==> src/hw/rtl/tbphd_pkg.sv <==
`default_nettype none

package tbphd_pkg;

    localparam int CFG_W     = 16;
    localparam int CFG_IDX_W = 1;
    localparam int TIME_W    = 32;

    localparam logic [CFG_IDX_W-1:0] CFG_DEBOUNCE = 1'd0;
    localparam logic [CFG_IDX_W-1:0] CFG_HOLD     = 1'd1;

    localparam logic [CFG_W-1:0] DEBOUNCE_RESET = 16'd50;
    localparam logic [CFG_W-1:0] HOLD_RESET     = 16'd800;

    localparam logic [1:0] BTN_FIRST  = 2'd0;
    localparam logic [1:0] BTN_SECOND = 2'd1;
    localparam logic [1:0] BTN_BOTH   = 2'd2;

    localparam logic [1:0] EV_PRESS     = 2'd0;
    localparam logic [1:0] EV_HOLD      = 2'd1;
    localparam logic [1:0] EV_HOLD_BOTH = 2'd2;

    localparam int FIFO_DEPTH = 4;
    localparam int PTR_W      = $clog2(FIFO_DEPTH);
    localparam int COUNT_W    = $clog2(FIFO_DEPTH + 1);

    typedef struct packed {
        logic [TIME_W-1:0] now_ms;
        logic              first_level;
        logic              second_level;
    } t_in;

    typedef struct packed {
        logic [1:0] which_button;
        logic [1:0] event_kind;
        logic       last_of_run;
    } t_out;

    typedef struct packed {
        logic [1:0] cnt;
        t_out       res0;
        t_out       res1;
    } t_push;

endpackage

`default_nettype wire

==> src/hw/rtl/tbphd_core.sv <==
`default_nettype none

module tbphd_core (
    input  wire logic                      i_clk,
    input  wire logic                      i_rst_n,
    input  wire logic                      i_valid,
    input  wire tbphd_pkg::t_in            i_in,
    input  wire logic [tbphd_pkg::CFG_W-1:0] i_debounce,
    input  wire logic [tbphd_pkg::CFG_W-1:0] i_hold,
    output tbphd_pkg::t_push               o_push
);
    import tbphd_pkg::*;

    typedef enum logic [3:0] {
        PH_IDLE     = 4'b0001,
        PH_DEBOUNCE = 4'b0010,
        PH_PRESSED  = 4'b0100,
        PH_WAIT_REL = 4'b1000
    } t_phase;

    t_phase            r_phase [2];
    logic [TIME_W-1:0] r_entry [2];
    t_phase            n_phase [2];
    logic [TIME_W-1:0] n_entry [2];

    t_phase            p_phase [2];
    logic [TIME_W-1:0] p_entry [2];
    logic [1:0]        down;
    logic [1:0]        deb_ok;
    logic [1:0]        hold_ok;
    logic [1:0]        emit;
    logic [1:0]        kind [2];
    logic              both_cand;
    logic              both_held;
    logic              swallow;
    logic [TIME_W-1:0] elapsed [2];

    assign down = {~i_in.second_level, ~i_in.first_level};

    always_comb begin
        for (int b = 0; b < 2; b++) begin
            elapsed[b] = i_in.now_ms - r_entry[b];
            deb_ok[b]  = elapsed[b] >= {{(TIME_W-CFG_W){1'b0}}, i_debounce};
            hold_ok[b] = elapsed[b] >= {{(TIME_W-CFG_W){1'b0}}, i_hold};
            p_phase[b] = r_phase[b];
            p_entry[b] = r_entry[b];
            emit[b]    = 1'b0;
            kind[b]    = EV_PRESS;
            unique case (r_phase[b])
                PH_IDLE: begin
                    if (down[b]) begin
                        p_phase[b] = PH_DEBOUNCE;
                        p_entry[b] = i_in.now_ms;
                    end
                end
                PH_DEBOUNCE: begin
                    if (!down[b]) begin
                        p_phase[b] = PH_IDLE;
                    end else if (deb_ok[b]) begin
                        p_phase[b] = PH_PRESSED;
                        p_entry[b] = i_in.now_ms;
                    end
                end
                PH_PRESSED: begin
                    if (!down[b] || hold_ok[b]) begin
                        emit[b]    = 1'b1;
                        kind[b]    = down[b] ? EV_HOLD : EV_PRESS;
                        p_phase[b] = PH_WAIT_REL;
                        p_entry[b] = i_in.now_ms;
                    end
                end
                PH_WAIT_REL: begin
                    if (down[b]) begin
                        p_entry[b] = i_in.now_ms;
                    end else if (deb_ok[b]) begin
                        p_phase[b] = PH_IDLE;
                    end
                end
                default: begin
                    p_phase[b] = PH_IDLE;
                end
            endcase
        end
    end

    assign both_cand = (r_phase[0] == PH_PRESSED) && (r_phase[1] == PH_PRESSED)
                       && down[0] && down[1];
    assign both_held = both_cand && hold_ok[0] && hold_ok[1];
    assign swallow   = both_cand && (hold_ok[0] ^ hold_ok[1]);

    always_comb begin
        o_push      = '0;
        n_phase[0]  = r_phase[0];
        n_phase[1]  = r_phase[1];
        n_entry[0]  = r_entry[0];
        n_entry[1]  = r_entry[1];
        if (i_valid) begin
            if (both_held) begin
                o_push.cnt  = 2'd1;
                o_push.res0 = '{which_button: BTN_BOTH, event_kind: EV_HOLD_BOTH,
                                last_of_run: 1'b1};
                n_phase[0]  = PH_WAIT_REL;
                n_phase[1]  = PH_WAIT_REL;
                n_entry[0]  = i_in.now_ms;
                n_entry[1]  = i_in.now_ms;
            end else if (!swallow) begin
                n_phase = p_phase;
                n_entry = p_entry;
                if (emit[0]) begin
                    o_push.res0 = '{which_button: BTN_FIRST, event_kind: kind[0],
                                    last_of_run: !emit[1]};
                    o_push.res1 = '{which_button: BTN_SECOND, event_kind: kind[1],
                                    last_of_run: 1'b1};
                    o_push.cnt  = emit[1] ? 2'd2 : 2'd1;
                end else if (emit[1]) begin
                    o_push.res0 = '{which_button: BTN_SECOND, event_kind: kind[1],
                                    last_of_run: 1'b1};
                    o_push.cnt  = 2'd1;
                end
            end
        end
    end

    always_ff @(posedge i_clk) begin
        if (!i_rst_n) begin
            r_phase[0] <= PH_IDLE;
            r_phase[1] <= PH_IDLE;
            r_entry[0] <= '0;
            r_entry[1] <= '0;
        end else begin
            r_phase <= n_phase;
            r_entry <= n_entry;
        end
    end

    a_both_held_single: assert property (@(posedge i_clk) disable iff (!i_rst_n)
        (o_push.cnt != 2'd0 && o_push.res0.which_button == BTN_BOTH)
            |-> (o_push.cnt == 2'd1))
        else $error("hold of both shares a sample with another event");

    a_both_held_wait: assert property (@(posedge i_clk) disable iff (!i_rst_n)
        both_held && i_valid |=> (r_phase[0] == PH_WAIT_REL) && (r_phase[1] == PH_WAIT_REL))
        else $error("hold of both did not park both buttons");

    a_swallow_quiet: assert property (@(posedge i_clk) disable iff (!i_rst_n)
        swallow && i_valid |-> (o_push.cnt == 2'd0))
        else $error("swallowed sample produced an event");

endmodule

`default_nettype wire

==> src/hw/rtl/tbphd_fifo.sv <==
`default_nettype none

module tbphd_fifo (
    input  wire logic              i_clk,
    input  wire logic              i_rst_n,
    input  wire tbphd_pkg::t_push  i_push,
    output logic                   o_room2,
    output logic                   o_valid,
    input  wire logic              i_stall,
    output tbphd_pkg::t_out        o_data
);
    import tbphd_pkg::*;

    t_out               r_mem [FIFO_DEPTH];
    logic [PTR_W-1:0]   r_wr;
    logic [PTR_W-1:0]   r_rd;
    logic [COUNT_W-1:0] r_count;
    logic [COUNT_W-1:0] n_count;
    logic               pop;

    assign o_valid = (r_count != '0);
    assign o_data  = r_mem[r_rd];
    assign pop     = o_valid && !i_stall;
    assign o_room2 = (r_count <= COUNT_W'(FIFO_DEPTH - 2));
    assign n_count = r_count + COUNT_W'(i_push.cnt) - COUNT_W'(pop);

    always_ff @(posedge i_clk) begin
        if (i_push.cnt != 2'd0) begin
            r_mem[r_wr] <= i_push.res0;
        end
        if (i_push.cnt == 2'd2) begin
            r_mem[r_wr + PTR_W'(1)] <= i_push.res1;
        end
    end

    always_ff @(posedge i_clk) begin
        if (!i_rst_n) begin
            r_wr    <= '0;
            r_rd    <= '0;
            r_count <= '0;
        end else begin
            r_wr    <= r_wr + PTR_W'(i_push.cnt);
            r_rd    <= r_rd + PTR_W'(pop);
            r_count <= n_count;
        end
    end

    a_no_overflow: assert property (@(posedge i_clk) disable iff (!i_rst_n)
        (i_push.cnt != 2'd0) |->
            ({1'b0, r_count} + (COUNT_W + 1)'(i_push.cnt))
                <= (COUNT_W + 1)'(FIFO_DEPTH) + (COUNT_W + 1)'(pop))
        else $error("result queue overflow");

    a_count_range: assert property (@(posedge i_clk) disable iff (!i_rst_n)
        r_count <= COUNT_W'(FIFO_DEPTH))
        else $error("result queue count out of range");

    a_run_continues: assert property (@(posedge i_clk) disable iff (!i_rst_n)
        pop && !o_data.last_of_run |=> o_valid)
        else $error("event run broken in result queue");

endmodule

`default_nettype wire

==> src/hw/rtl/two_button_press_hold_detector.sv <==
`default_nettype none

// Two-button press/hold detector. Each input transaction is one poll sample
// (time in ms plus raw active-low levels of both buttons); it yields zero, one
// or two event transactions in order, the last flagged by last_of_run. A
// sample is registered, then evaluated by the per-button debounce machines;
// its events pass through the result queue. A new sample is taken every
// cycle while the four-entry result queue has room for two more events, so
// the sustained rate is one sample per cycle, bounded by the single event
// per cycle the output delivers while not stalled. Registers: index 0 is the
// debounce time, index 1 the hold time, both in ms; write them only while idle.
module two_button_press_hold_detector (
    input  wire logic                          i_clk,
    input  wire logic                          i_rst_n,
    input  wire logic                          i_in_valid,
    output logic                               o_in_stall,
    input  wire tbphd_pkg::t_in                i_in_data,
    output logic                               o_out_valid,
    input  wire logic                          i_out_stall,
    output tbphd_pkg::t_out                    o_out_data,
    input  wire logic                          i_cfg_we,
    input  wire logic [tbphd_pkg::CFG_IDX_W-1:0] i_cfg_idx,
    input  wire logic [tbphd_pkg::CFG_W-1:0]   i_cfg_data
);
    import tbphd_pkg::*;

    logic [CFG_W-1:0] r_debounce;
    logic [CFG_W-1:0] r_hold;
    logic             r_in_valid;
    t_in              r_in;
    logic             room2;
    logic             proc;
    t_push            push;

    assign proc       = r_in_valid && room2;
    assign o_in_stall = r_in_valid && !room2;

    always_ff @(posedge i_clk) begin
        if (!i_rst_n) begin
            r_debounce <= DEBOUNCE_RESET;
            r_hold     <= HOLD_RESET;
        end else if (i_cfg_we) begin
            unique case (i_cfg_idx)
                CFG_DEBOUNCE: r_debounce <= i_cfg_data;
                CFG_HOLD:     r_hold     <= i_cfg_data;
                default:      ;
            endcase
        end
    end

    always_ff @(posedge i_clk) begin
        if (!i_rst_n) begin
            r_in_valid <= 1'b0;
        end else if (!o_in_stall) begin
            r_in_valid <= i_in_valid;
        end
    end

    always_ff @(posedge i_clk) begin
        if (i_in_valid && !o_in_stall) begin
            r_in <= i_in_data;
        end
    end

    tbphd_core u_core (
        .i_clk      (i_clk),
        .i_rst_n    (i_rst_n),
        .i_valid    (proc),
        .i_in       (r_in),
        .i_debounce (r_debounce),
        .i_hold     (r_hold),
        .o_push     (push)
    );

    tbphd_fifo u_fifo (
        .i_clk   (i_clk),
        .i_rst_n (i_rst_n),
        .i_push  (push),
        .o_room2 (room2),
        .o_valid (o_out_valid),
        .i_stall (i_out_stall),
        .o_data  (o_out_data)
    );

endmodule

`default_nettype wire
==> config.mk <==
export PLATFORM = sky130hd
export DESIGN_NAME = two_button_press_hold_detector
export DESIGN_NICKNAME = d
export VERILOG_FILES = /design/src/hw/rtl/tbphd_pkg.sv /design/src/hw/rtl/tbphd_core.sv /design/src/hw/rtl/tbphd_fifo.sv /design/src/hw/rtl/two_button_press_hold_detector.sv
export SDC_FILE = /design/constraint.sdc
export NUM_CORES = 1
export LEC_CHECK = 0
export ABC_AREA = 0
export ABC_CLOCK_PERIOD_IN_PS = 12320
export BUFFER_PORTS_ARGS = -buffer_cell sky130_fd_sc_hd__buf_4
export CORE_ASPECT_RATIO = 0.7
export CORE_MARGIN = 10
export CORE_UTILIZATION = 45
export CTS_CLUSTER_SIZE = 25
export DETAILED_ROUTE_END_ITERATION = 12
export HOLD_SLACK_MARGIN = 0.08
export SYNTH_ARGS = -nofsm -noshare
export SYNTH_HDL_FRONTEND = slang
export SYNTH_SLANG_ARGS = --single-unit
==> constraint.sdc <==
create_clock -name i_clk -period 12.32 [get_ports i_clk]
set_input_delay 1.848 -clock i_clk [delete_from_list [all_inputs] [get_ports i_clk]]
set_output_delay 1.848 -clock i_clk [all_outputs]
set_load 0.01 [all_outputs]
==> results of run 1 <==
## through the flow
step / power (W) / cells
after CTS: 0.001902 / 2029
after global routing: 0.002025 / 2029
final: 0.001897 / 2029
after global placement: 0.001364 / 1997
after floorplan: 0.001165 / 1639
after detailed placement: 0.001377 / 1997
## critical path: cells and delay by family, from the launching register on
kind	cells	cell delay, ns
simple gates	5	1.29
fa+ha+maj	4	1.33
buf+inv	2	0.17
compound gates	10	2.47
flops	1	0.37
xor+xnor	1	0.42
## layout make-up
class	count	area, um^2
well taps	371	464.2
clock buffers	18	429.2
repair buffers	69	518.0
clock inverters	14	131.4
fillers	2786	13940
multi-input cells	1274	8432
inverters	121	454.2
flip-flops and latches	162	3704
## flip-flops by register name, indices dropped and copies added (netlist names)
signal / count
u_fifo.r_mem: 16
u_fifo.r_rd: 2
r_hold: 16
u_fifo.r_wr: 2
r_debounce: 16
u_fifo.r_count: 3
r_in_valid: 1
r_in: 34
u_core.r_entry: 64
u_core.r_phase: 8
## cell usage in the layout, fill, tap and decap left out, types with 8 or more instances in the layout
master       n
or3_1        9
a21o_1      27
o2111ai_1   10
a31oi_1     10
nand2_1    231
nor4_1      12
nand2b_1    31
o21a_1      17
o211ai_1    26
and4_1      10
clkbuf_16   17
nand4_1     31
xor2_1      16
dfxtp_1    116
nand3_1     69
xnor2_1     26
a21oi_1    159
nor3_1      23
o21ai_1     43
nor2b_1     17
and2_1      16
a211oi_1    22
nor2_1      92
ha_1       133
mux2i_1     39
o21ai_0     66
a2111oi_0   11
and3_1       8
buf_4       69
edfxtp_1    46
inv_1      120
## layer usage
metal	up-vias	share of wire, %	track usage, %
met5	-	0	0
met4	0	1.4	5.207
met3	43	6.8	4.537
met2	369	41	31.11
met1	5749	51	31.16
li1	5935	-	-
## power groups by stage
stage / clock, W / sequential, W / combinational, W
global route: 0.000552 / 0.000632 / 0.000841
detailed placement: 0 / 0.000638 / 0.000739
floorplan: 0 / 0.000623 / 0.000542
CTS: 0.000533 / 0.000626 / 0.000743
finish: 0.000519 / 0.000626 / 0.000751
global placement: 0 / 0.000637 / 0.000728
## how the worst min path moves through the flow
| stage | end | cells after the start |
|---|---|---|
| 6_report | u_core.r_entry[22] | 2 |
| 5_1_grt | r_debounce[13] | 2 |
| 4_1_cts | u_core.r_entry[22] | 2 |
| 3_5_place_dp | u_core.r_entry[22] | 2 |
| 3_3_place_gp | r_debounce[9] | 2 |
| 2_1_floorplan | u_core.r_entry[10] | 2 |
## cell families after synthesis
group                      Yosys count  synth area share (%)
and+or+nand+nor                    590                 22.41
AOI/OAI and AO/OA                  462                 22.55
buffers and inverters              203                 6.500
DFF                                162                 28.59
adders and majority gates          136                 13.31
muxes                               44                 3.796
xor gates and xnor gates            42                 2.840
==> run metrics, run 1 <==
outcome=completed; Netlist cell types=86; clk_lat worst skew=0.46 ns; Synth top area share=17.93%; drt drc=0; CP Cell Sequence=inv_1, ha_1, fa_1, nand2b_1, a21oi_1, o21ai_1, o21ai_0, xor2_1, ha_1, a21o_1, a21oi_1, nor2b_1, o21ai_0, nand2_1, o22ai_1, inv_1, nor4_4, a21oi_1, ha_1, nor3b_1, a21oi_1, a211oi_1; post-route ant nets=0; CP required=12.41 ns; Area contributors post-synth=dfxtp_1 (18%), ha_1 (13%), edfxtp_1 (11%); CTS Buffer Depth=2; pin count of the biggest net entering global routing=53; max_slew headroom=16.92%; Startpoint Class=flip-flop; Arr. time, crit path=6.49 ns; pre-CTS setup slack=6.029 ns; Yosys reg bits=162; end of the critical path=u_fifo.r_mem[3][3]; Port Buffers=62; Synth Warn #=0; # setup viols final=0; Antenna diodes=0; Mapped Area=12950 um^2; post-layout min period=6.399 ns; asr flop ratio synth=0%; switching power=0.0007449 W; Crit. End Element=flip-flop; critical path class=flip-flop to flip-flop; combinational fraction of design power=39.6%; final hold slack=0.4559 ns; 1st-pass router iterations=5; sequential share of the synthesized area=28.59%; via count=12100; Max Clock Skew=0.01090 ns; Starting Density=46.14%; cell area after layout=14130 um^2; min-delay src=u_core.r_entry[22]; DRT Wirelength=38930 um; final worst slack=5.921 ns; actual transition at the worst max-transition pin=1.215 ns; vias in the first global route=11330; max-slew violation count=0; f_max=156.3 MHz; Leak=5.257 nW; FP Rows=51; core area=28080 um^2; Root Buffer=clkbuf_16; reg2reg end=u_fifo.r_mem[3][3]; unrepaired setup endpoints after global routing=no; fin crit share=51.94%; R2R Setup Slk=5.92 ns; CTS tree=done; critical path peak fanout=7; Switching Share=39.26%; vias per cell=5.962; CTS clock-pin slew for the worst setup and hold paths=0.07 ns; syn nets=1831; GRT Total Usage=21.36%; Post-synth EDFFs=46; Internal=0.001152 W; NumNets Final=1837; Initial DRC Count=1253; r2r startpoint=r_in[2]; grt total ovfl=0; Hold-fix buffers, CTS=0; sequential share of power=33.0%; Synth Area per Inst=7.903 um^2; Mapped Cells=1639; final hold viol count=0; H-tree lvl count=4; routability cong.=0.9819; width of the chip=222.8 um; worst hold path class=flip-flop to flip-flop; cts bufs inserted=17; area leader, netlist=dfxtp_1; max-cap violation count=0; Peak VDD IR=0.00009487 V; core occupancy in the finished layout=50.33%; per-cell routed wire length=19.19 um; Primary FF master, synth=dfxtp_1; I/O pin total=63; DIE AREA=36080 um^2; Setup Fix Bufs, Post-CTS=0; Clock power frac=27.4%; most common cell in the netlist=nand2_1; first-pass GRT wire length=62220 um; Layout area overhead=9.099%; CTS sink cnt=162; initial antenna violation count=1; Max stage delay on crit path=0.50 ns; CP max-delay cell=a211oi_1; HPWL Detailed=30030 um; Synth top cells by count=nand2_1 (231), a21oi_1 (159), ha_1 (133); cts repair resizes=0; height of the die=162.0 um; CP most frequent cell=a21oi_1; area of placed instances=13570 um^2; Setup TNS=0 ns; fraction of layout cells with a size suffix above 1=8.142%; worst setup path startpoint=r_in[2]; power per cell area=134.3 nW/um^2; Worst R2R Path Depth=22
Power figures use the tool's default switching activity.
==> inputs of run 2 (changes only) <==
--- a/config.mk
+++ b/config.mk
@@ -6,7 +6,7 @@
 export NUM_CORES = 1
 export LEC_CHECK = 0
 export ABC_AREA = 0
-export ABC_CLOCK_PERIOD_IN_PS = 12320
+export ABC_CLOCK_PERIOD_IN_PS = 6500
 export BUFFER_PORTS_ARGS = -buffer_cell sky130_fd_sc_hd__buf_4
 export CORE_ASPECT_RATIO = 0.7
 export CORE_MARGIN = 10
==> constraint.sdc (replaced) <==
create_clock -name i_clk -period 6.5 [get_ports i_clk]
set_input_delay 0.975 -clock i_clk [delete_from_list [all_inputs] [get_ports i_clk]]
set_output_delay 0.975 -clock i_clk [all_outputs]
set_load 0.01 [all_outputs]
==> run 2 against run 1 <==
Effect of this change:
- highest routed layer unchanged
- utilization is 0.45 points higher
- flip-flop and latch count stayed put
- routed wire length is 0.19% higher
- via count hardly changed
- global-route usage is 0.10 points lower
- sequential power is 90% higher
==> run metrics, run 2 (synthesis gave the netlist of run 1 again) <==
# setup viols final=0 (unchanged); CTS tree=done (unchanged); power per cell area=257.8 nW/um^2 (was 134.3 nW/um^2); cts bufs inserted=17 (unchanged); GRT Total Usage=21.26% (was 21.36%); vias in the first global route=11250 (was 11330); combinational fraction of design power=39.2% (was 39.6%); max-slew violation count=0 (unchanged); R2R Setup Slk=0.53 ns (was 5.92 ns); reg2reg end=u_fifo.r_count[2] (was u_fifo.r_mem[3][3]); Multi-input gate area=8452 um^2 (was 8432 um^2); post-layout min period=5.974 ns (was 6.399 ns); Port Buffers=62 (unchanged); end of the critical path=u_fifo.r_count[2] (was u_fifo.r_mem[3][3]); final hold viol count=0 (unchanged); Post-Route M1 WL=20000 um (was 19740 um); Internal=0.002262 W (was 0.001152 W); worst setup path startpoint=r_in[11] (was r_in[2]); NumNets Final=1843 (was 1837); commonest non-fill, non-tap cell in the layout=nand2_1 (unchanged); DRT Wirelength=39010 um (was 38930 um); width of the chip=222.8 um (unchanged); Worst R2R Path Depth=25 (was 22); pin count of the biggest net entering global routing=57 (was 53); Peak VDD IR=0.0003097 V (was 0.00009487 V); Startpoint Class=flip-flop (unchanged); top sig layer=met4 (unchanged); DIE AREA=36080 um^2 (unchanged); r2r startpoint=r_in[11] (was r_in[2]); metal2 WL=15710 um (was 16000 um); FP Rows=51 (unchanged); 1st-pass router iterations=6 (was 5); H-tree lvl count=4 (unchanged); Starting Density=46.14% (unchanged); CP most frequent cell=ha_1 (was a21oi_1); max-cap violation count=0 (unchanged); CP max-delay cell=ha_1 (was a211oi_1); Reg with most FFs=u_core.r_entry (unchanged); CTS sink cnt=162 (unchanged); initial antenna violation count=0 (was 1); unrepaired setup endpoints after global routing=no (unchanged); Switching Share=38.45% (was 39.26%); first-pass GRT wire length=62350 um (was 62220 um); Max Clock Skew=0.01170 ns (was 0.01090 ns); Crit. End Element=flip-flop (unchanged); CTS Buffer Depth=2 (unchanged); height of the die=162.0 um (unchanged); Arr. time, crit path=6.30 ns (was 6.49 ns); Register Area=3704 um^2 (unchanged); max_slew headroom=27.71% (was 16.92%); sequential share of power=32.3% (was 33.0%); HPWL Detailed=30460 um (was 30030 um); post-route ant nets=0 (unchanged); grt total ovfl=0 (unchanged); vias per cell=5.949 (was 5.962); actual transition at the worst max-transition pin=1.080 ns (was 1.215 ns); per-cell routed wire length=19.17 um (was 19.19 um); Root Buffer=clkbuf_16 (unchanged); critical path peak fanout=8 (was 7); total power=0.003675 W (was 0.001897 W); f_max=167.4 MHz (was 156.3 MHz); I/O pin total=63 (unchanged); top flop regs=u_core.r_entry: 64 flops, r_in: 34 flops (unchanged); Antenna diodes=0 (unchanged); fin crit share=91.91% (was 51.94%); worst hold path class=flip-flop to flip-flop (unchanged); Max stage delay on crit path=0.53 ns (was 0.50 ns); Layout area overhead=10.06% (was 9.099%); clk_lat worst skew=0.46 ns (about the same); fraction of layout cells with a size suffix above 1=8.894% (was 8.142%); Leak=5.320 nW (was 5.257 nW); critical path class=flip-flop to flip-flop (unchanged); outcome=completed (unchanged); core area=28080 um^2 (unchanged); Clock power frac=28.5% (was 27.4%); filler cell count=2753 (was 2786); switching power=0.001413 W (was 0.0007449 W); Setup TNS=0 ns (unchanged); max FFs per register=64 (unchanged); most frequent cells in the layout=nand2_1 (231), a21oi_1 (159), ha_1 (133) (unchanged); CP required=6.82 ns (was 12.41 ns); drt drc=0 (unchanged); met3 WL=2810 um (was 2643 um); Initial DRC Count=1225 (was 1253); via count=12110 (was 12100); routability cong.=0.9533 (was 0.9819); CTS clock-pin slew for the worst setup and hold paths=0.06 ns (was 0.07 ns)
[run 2: cell count changes in the layout (fill, tap and decap cells not counted), moves of 2 or more]
cell      delta
a211oi_2     +2
clkinv_1     -2
buf_4        +5
inv_6        +4
clkinv_4     -6
a211oi_1     -2
[run 2: per-stage QoR]
step                      instances  worst slack, ns  hold slack, ns  util, %  area (um^2)
after floorplan                1639            1.274          0.4347        -        12950
after detailed placement       2003           0.4061          0.4466    48.54        13630
after CTS                      2035           0.3633          0.4580    50.71        14240
final                          2035           0.5259          0.4579    50.78        14260
after global placement         2003           0.5772          0.4418    48.54        13630
after global routing           2035          0.01625          0.4739    50.78        14260
[run 2: cell type report]
class / count / share of cell area (%)
Timing Repair Buffer: 75 / 4.037
Inverter: 121 / 3.186
Tap cell: 371 / 3.256
Clock buffer: 19 / 3.256
Multi-Input combinational cell: 1274 / 59.28
Sequential cell: 162 / 25.98
Clock inverter: 13 / 1.009
[run 2: worst min path at each step]
stage | start | to | slack, ns | depth (start not counted)
finish | r_debounce[3] | r_debounce[3] | 0.46 | 2
floorplan | u_core.r_entry[10] | u_core.r_entry[10] | 0.43 | 2
detailed placement | u_core.r_entry[2] | u_core.r_entry[2] | 0.45 | 2
global placement | u_core.r_entry[5] | u_core.r_entry[5] | 0.44 | 2
global route | u_core.r_entry[21] | u_core.r_entry[21] | 0.47 | 2
CTS | r_debounce[3] | r_debounce[3] | 0.46 | 2
[run 2: metal layers]
| layer | GRT usage [%] | vias to the layer above |
|---|---|---|
| met5 | 0 | - |
| met4 | 4.962 | 0 |
| met3 | 4.376 | 33 |
| met2 | 30.08 | 417 |
| met1 | 31.83 | 5705 |
| li1 | - | 5952 |
[run 2: worst max-delay path: cells and delay by family (launching register included)]
family	cells	cell delay [ns]
compound gates	10	1.86
xor+xnor	2	0.44
fa+ha+maj	5	1.75
buf+inv	2	0.21
flops	1	0.50
simple gates	6	1.08
[run 2: power by group through the flow]
stage          combinational (W)  sequential, W  clock (W)
6_report                 0.00144        0.00119    0.00105
5_1_grt                  0.00161        0.00120    0.00112
4_1_cts                  0.00142        0.00119    0.00108
3_5_place_dp             0.00141        0.00121          0
3_3_place_gp             0.00140        0.00121          0
2_1_floorplan            0.00103        0.00118          0
[run 2: timing repair]
item                                    CTS  global route
setup buffers                             0             0
hold buffers                              0             0
resized for setup                         0             5
endpoints found under the setup margin    0            14
==> inputs of run 3 (changes only) <==
--- a/config.mk
+++ b/config.mk
@@ -8,12 +8,13 @@
 export ABC_AREA = 0
 export ABC_CLOCK_PERIOD_IN_PS = 6500
 export BUFFER_PORTS_ARGS = -buffer_cell sky130_fd_sc_hd__buf_4
-export CORE_ASPECT_RATIO = 0.7
+export CORE_ASPECT_RATIO = 1.4
 export CORE_MARGIN = 10
-export CORE_UTILIZATION = 45
+export CORE_UTILIZATION = 40
 export CTS_CLUSTER_SIZE = 25
 export DETAILED_ROUTE_END_ITERATION = 12
 export HOLD_SLACK_MARGIN = 0.08
+export SLEW_MARGIN = 40
 export SYNTH_ARGS = -nofsm -noshare
 export SYNTH_HDL_FRONTEND = slang
 export SYNTH_SLANG_ARGS = --single-unit
==> run 3 against run 2 <==
Effect of this change:
- global-route usage down 1.1 points
- sequential share of layout area down 0.10 points
- via count down 0.31%
- hold slack better by 0.00087 ns
- count of clock-buffer cells in the layout down 2
- highest routed layer unchanged
- combinational power about the same
- design area up 0.39%
==> run metrics, run 3 (synthesis gave the netlist of run 1 again) <==
core occupancy in the finished layout=45.02% (was 50.78%); Switching Share=38.47% (was 38.45%); actual transition at the worst max-transition pin=0.8475 ns (was 1.080 ns); CTS tree=done (unchanged); routability cong.=0.9673 (was 0.9533); 1st-pass router iterations=5 (was 6); hold path endpoint=u_core.r_entry[6] (was r_debounce[3]); vias per cell=5.859 (was 5.949); Startpoint Class=flip-flop (unchanged); Arr. time, crit path=6.33 ns (was 6.30 ns); max FFs per register=64 (unchanged); area of placed instances=13680 um^2 (was 13630 um^2); commonest non-fill, non-tap cell in the layout=nand2_1 (unchanged); FP Rows=77 (was 51); Antenna diodes=0 (unchanged); Final Non-Filler Cells=2060 (was 2035); critical path class=flip-flop to flip-flop (unchanged); HPWL Detailed=31190 um (was 30460 um); CP required=6.85 ns (was 6.82 ns); Leak=5.338 nW (was 5.320 nW); height of the die=232.9 um (was 162.0 um); Internal=0.002276 W (was 0.002262 W); Clock power frac=29.2% (was 28.5%); fin crit share=91.96% (was 91.91%); Layout area overhead=10.50% (was 10.06%); vias in the first global route=11840 (was 11250); R2R Setup Slk=0.52 ns (was 0.53 ns); Crit. End Element=flip-flop (unchanged); Worst R2R Path Depth=26 (was 25); combinational fraction of design power=38.8% (was 39.2%); NumNets Final=1844 (was 1843); Initial DRC Count=901 (was 1225); max_slew headroom=43.50% (was 27.71%); CTS sink cnt=162 (unchanged); clk_lat worst skew=0.46 ns (about the same); Max Clock Skew=0.01139 ns (was 0.01170 ns); final hold slack=0.4588 ns (was 0.4579 ns); outcome=completed (unchanged); post-layout min period=5.977 ns (was 5.974 ns); grt total ovfl=0 (unchanged); drt drc=0 (unchanged); Root Buffer=clkbuf_16 (unchanged); critical path peak fanout=5 (was 8); r2r startpoint=r_in[5] (was r_in[11]); worst hold path class=flip-flop to flip-flop (unchanged); initial antenna violation count=0 (unchanged); H-tree lvl count=4 (unchanged); sequential share of power=32.0% (was 32.3%); Peak VDD IR=0.0001406 V (was 0.0003097 V); Reg with most FFs=u_core.r_entry (unchanged); unrepaired setup endpoints after global routing=no (unchanged); placed cell count=2028 (was 2003); min-delay src=u_core.r_entry[6] (was r_debounce[3]); GRT Total Usage=20.18% (was 21.26%); first-pass GRT wire length=63780 um (was 62350 um); cts bufs inserted=17 (unchanged); CTS clock-pin slew for the worst setup and hold paths=0.07 ns (was 0.06 ns); I/O pin total=63 (unchanged); f_max=167.3 MHz (was 167.4 MHz); fraction of layout cells with a size suffix above 1=8.889% (was 8.894%); # setup viols final=0 (unchanged); most frequent cells in the layout=nand2_1 (231), a21oi_1 (159), ha_1 (133) (unchanged); max-cap violation count=0 (unchanged); core area=31790 um^2 (was 28080 um^2); per-cell routed wire length=19.43 um (was 19.17 um); switching power=0.001423 W (was 0.001413 W); Setup TNS=0 ns (unchanged); Starting Density=40.74% (was 46.14%); top flop regs=u_core.r_entry: 64 flops, r_in: 34 flops (unchanged); max-slew violation count=0 (unchanged); width of the chip=172.1 um (was 222.8 um); via count=12070 (was 12110); final hold viol count=0 (unchanged); DRT Wirelength=40020 um (was 39010 um); pin count of the biggest net entering global routing=60 (was 57); Port Buffers=62 (unchanged); DIE AREA=40080 um^2 (was 36080 um^2); Worst Hold Depth=2 (unchanged); post-route ant nets=0 (unchanged); CTS Buffer Depth=2 (unchanged); cell area after layout=14310 um^2 (was 14260 um^2); power per cell area=258.5 nW/um^2 (was 257.8 nW/um^2); reg2reg end=u_fifo.r_count[2] (unchanged)
## run 3: metal layers
layer	share of wire (%)	wire length, um	vias up	global-route usage [%]
met5	0	0	-	0
met3	4.4	1758	90	2.898
li1	-	-	5956	-
met4	4.7	1883	0	10.56
met1	41	16560	5672	23.91
met2	50	19810	351	34.42
## run 3: through the flow
step	power, W	setup slack [ns]
after global placement	0.002604	0.6170
after detailed placement	0.002623	0.3806
after floorplan	0.002207	1.274
after global routing	0.003946	0.06626
after CTS	0.003716	0.3268
final	0.003699	0.5226
## run 3: final cells by class
type | count | area, um^2
Clock buffer | 17 | 425.4
Clock inverter | 15 | 196.4
Fill cell | 3207 | 17480
Inverter | 121 | 454.2
Multi-Input combinational cell | 1274 | 8449
Sequential cell | 162 | 3704
Tap cell | 395 | 494.2
Timing Repair Buffer | 76 | 590.6
## run 3: how the worst max path moves through the flow
stage              from            endpoint  slack [ns]  cells past startpoint
2_1_floorplan   r_in[2]  u_fifo.r_mem[1][0]        1.27                     22
3_3_place_gp   r_in[10]  u_fifo.r_mem[1][1]        0.62                     21
3_5_place_dp   r_in[10]  u_fifo.r_mem[1][3]        0.38                     21
4_1_cts        r_in[10]  u_fifo.r_mem[1][0]        0.33                     21
5_1_grt         r_in[2]  u_fifo.r_mem[3][3]        0.07                     23
6_report        r_in[5]   u_fifo.r_count[2]        0.52                     26
## run 3: worst max-delay path: stages, from the launching register on
cell and delay, ns:
edfxtp_1 0.47, ha_1 0.39, o211ai_1 0.10, a21oi_1 0.32
o21a_1 0.27, a31oi_2 0.18, nor2b_1 0.14, o21ai_0 0.08
nand2b_1 0.13, xor2_1 0.24, ha_1 0.29, a21o_1 0.18
a21o_1 0.17, a21oi_1 0.16, o21ai_0 0.10, a21oi_1 0.31
inv_1 0.16, nor4_4 0.39, a21oi_1 0.17, ha_1 0.36
a21o_1 0.17, nand2_1 0.18, inv_1 0.10, ha_1 0.20
fa_1 0.38, xnor2_1 0.18, nor2_1 0.05
## run 3: power by group through the flow
stage	logic, W	clock network [W]	registers (W)
finish	0.00143	0.00108	0.00118
detailed placement	0.00142	0	0.00121
global placement	0.00140	0	0.00121
global route	0.00161	0.00114	0.00120
floorplan	0.00103	0	0.00118
CTS	0.00142	0.00111	0.00119
## run 3: repair_timing
item                                    CTS  global route
endpoints found under the setup margin    0            16
buffers inserted                          0             0
hold buffers                              0             0
resized for setup                         0             4
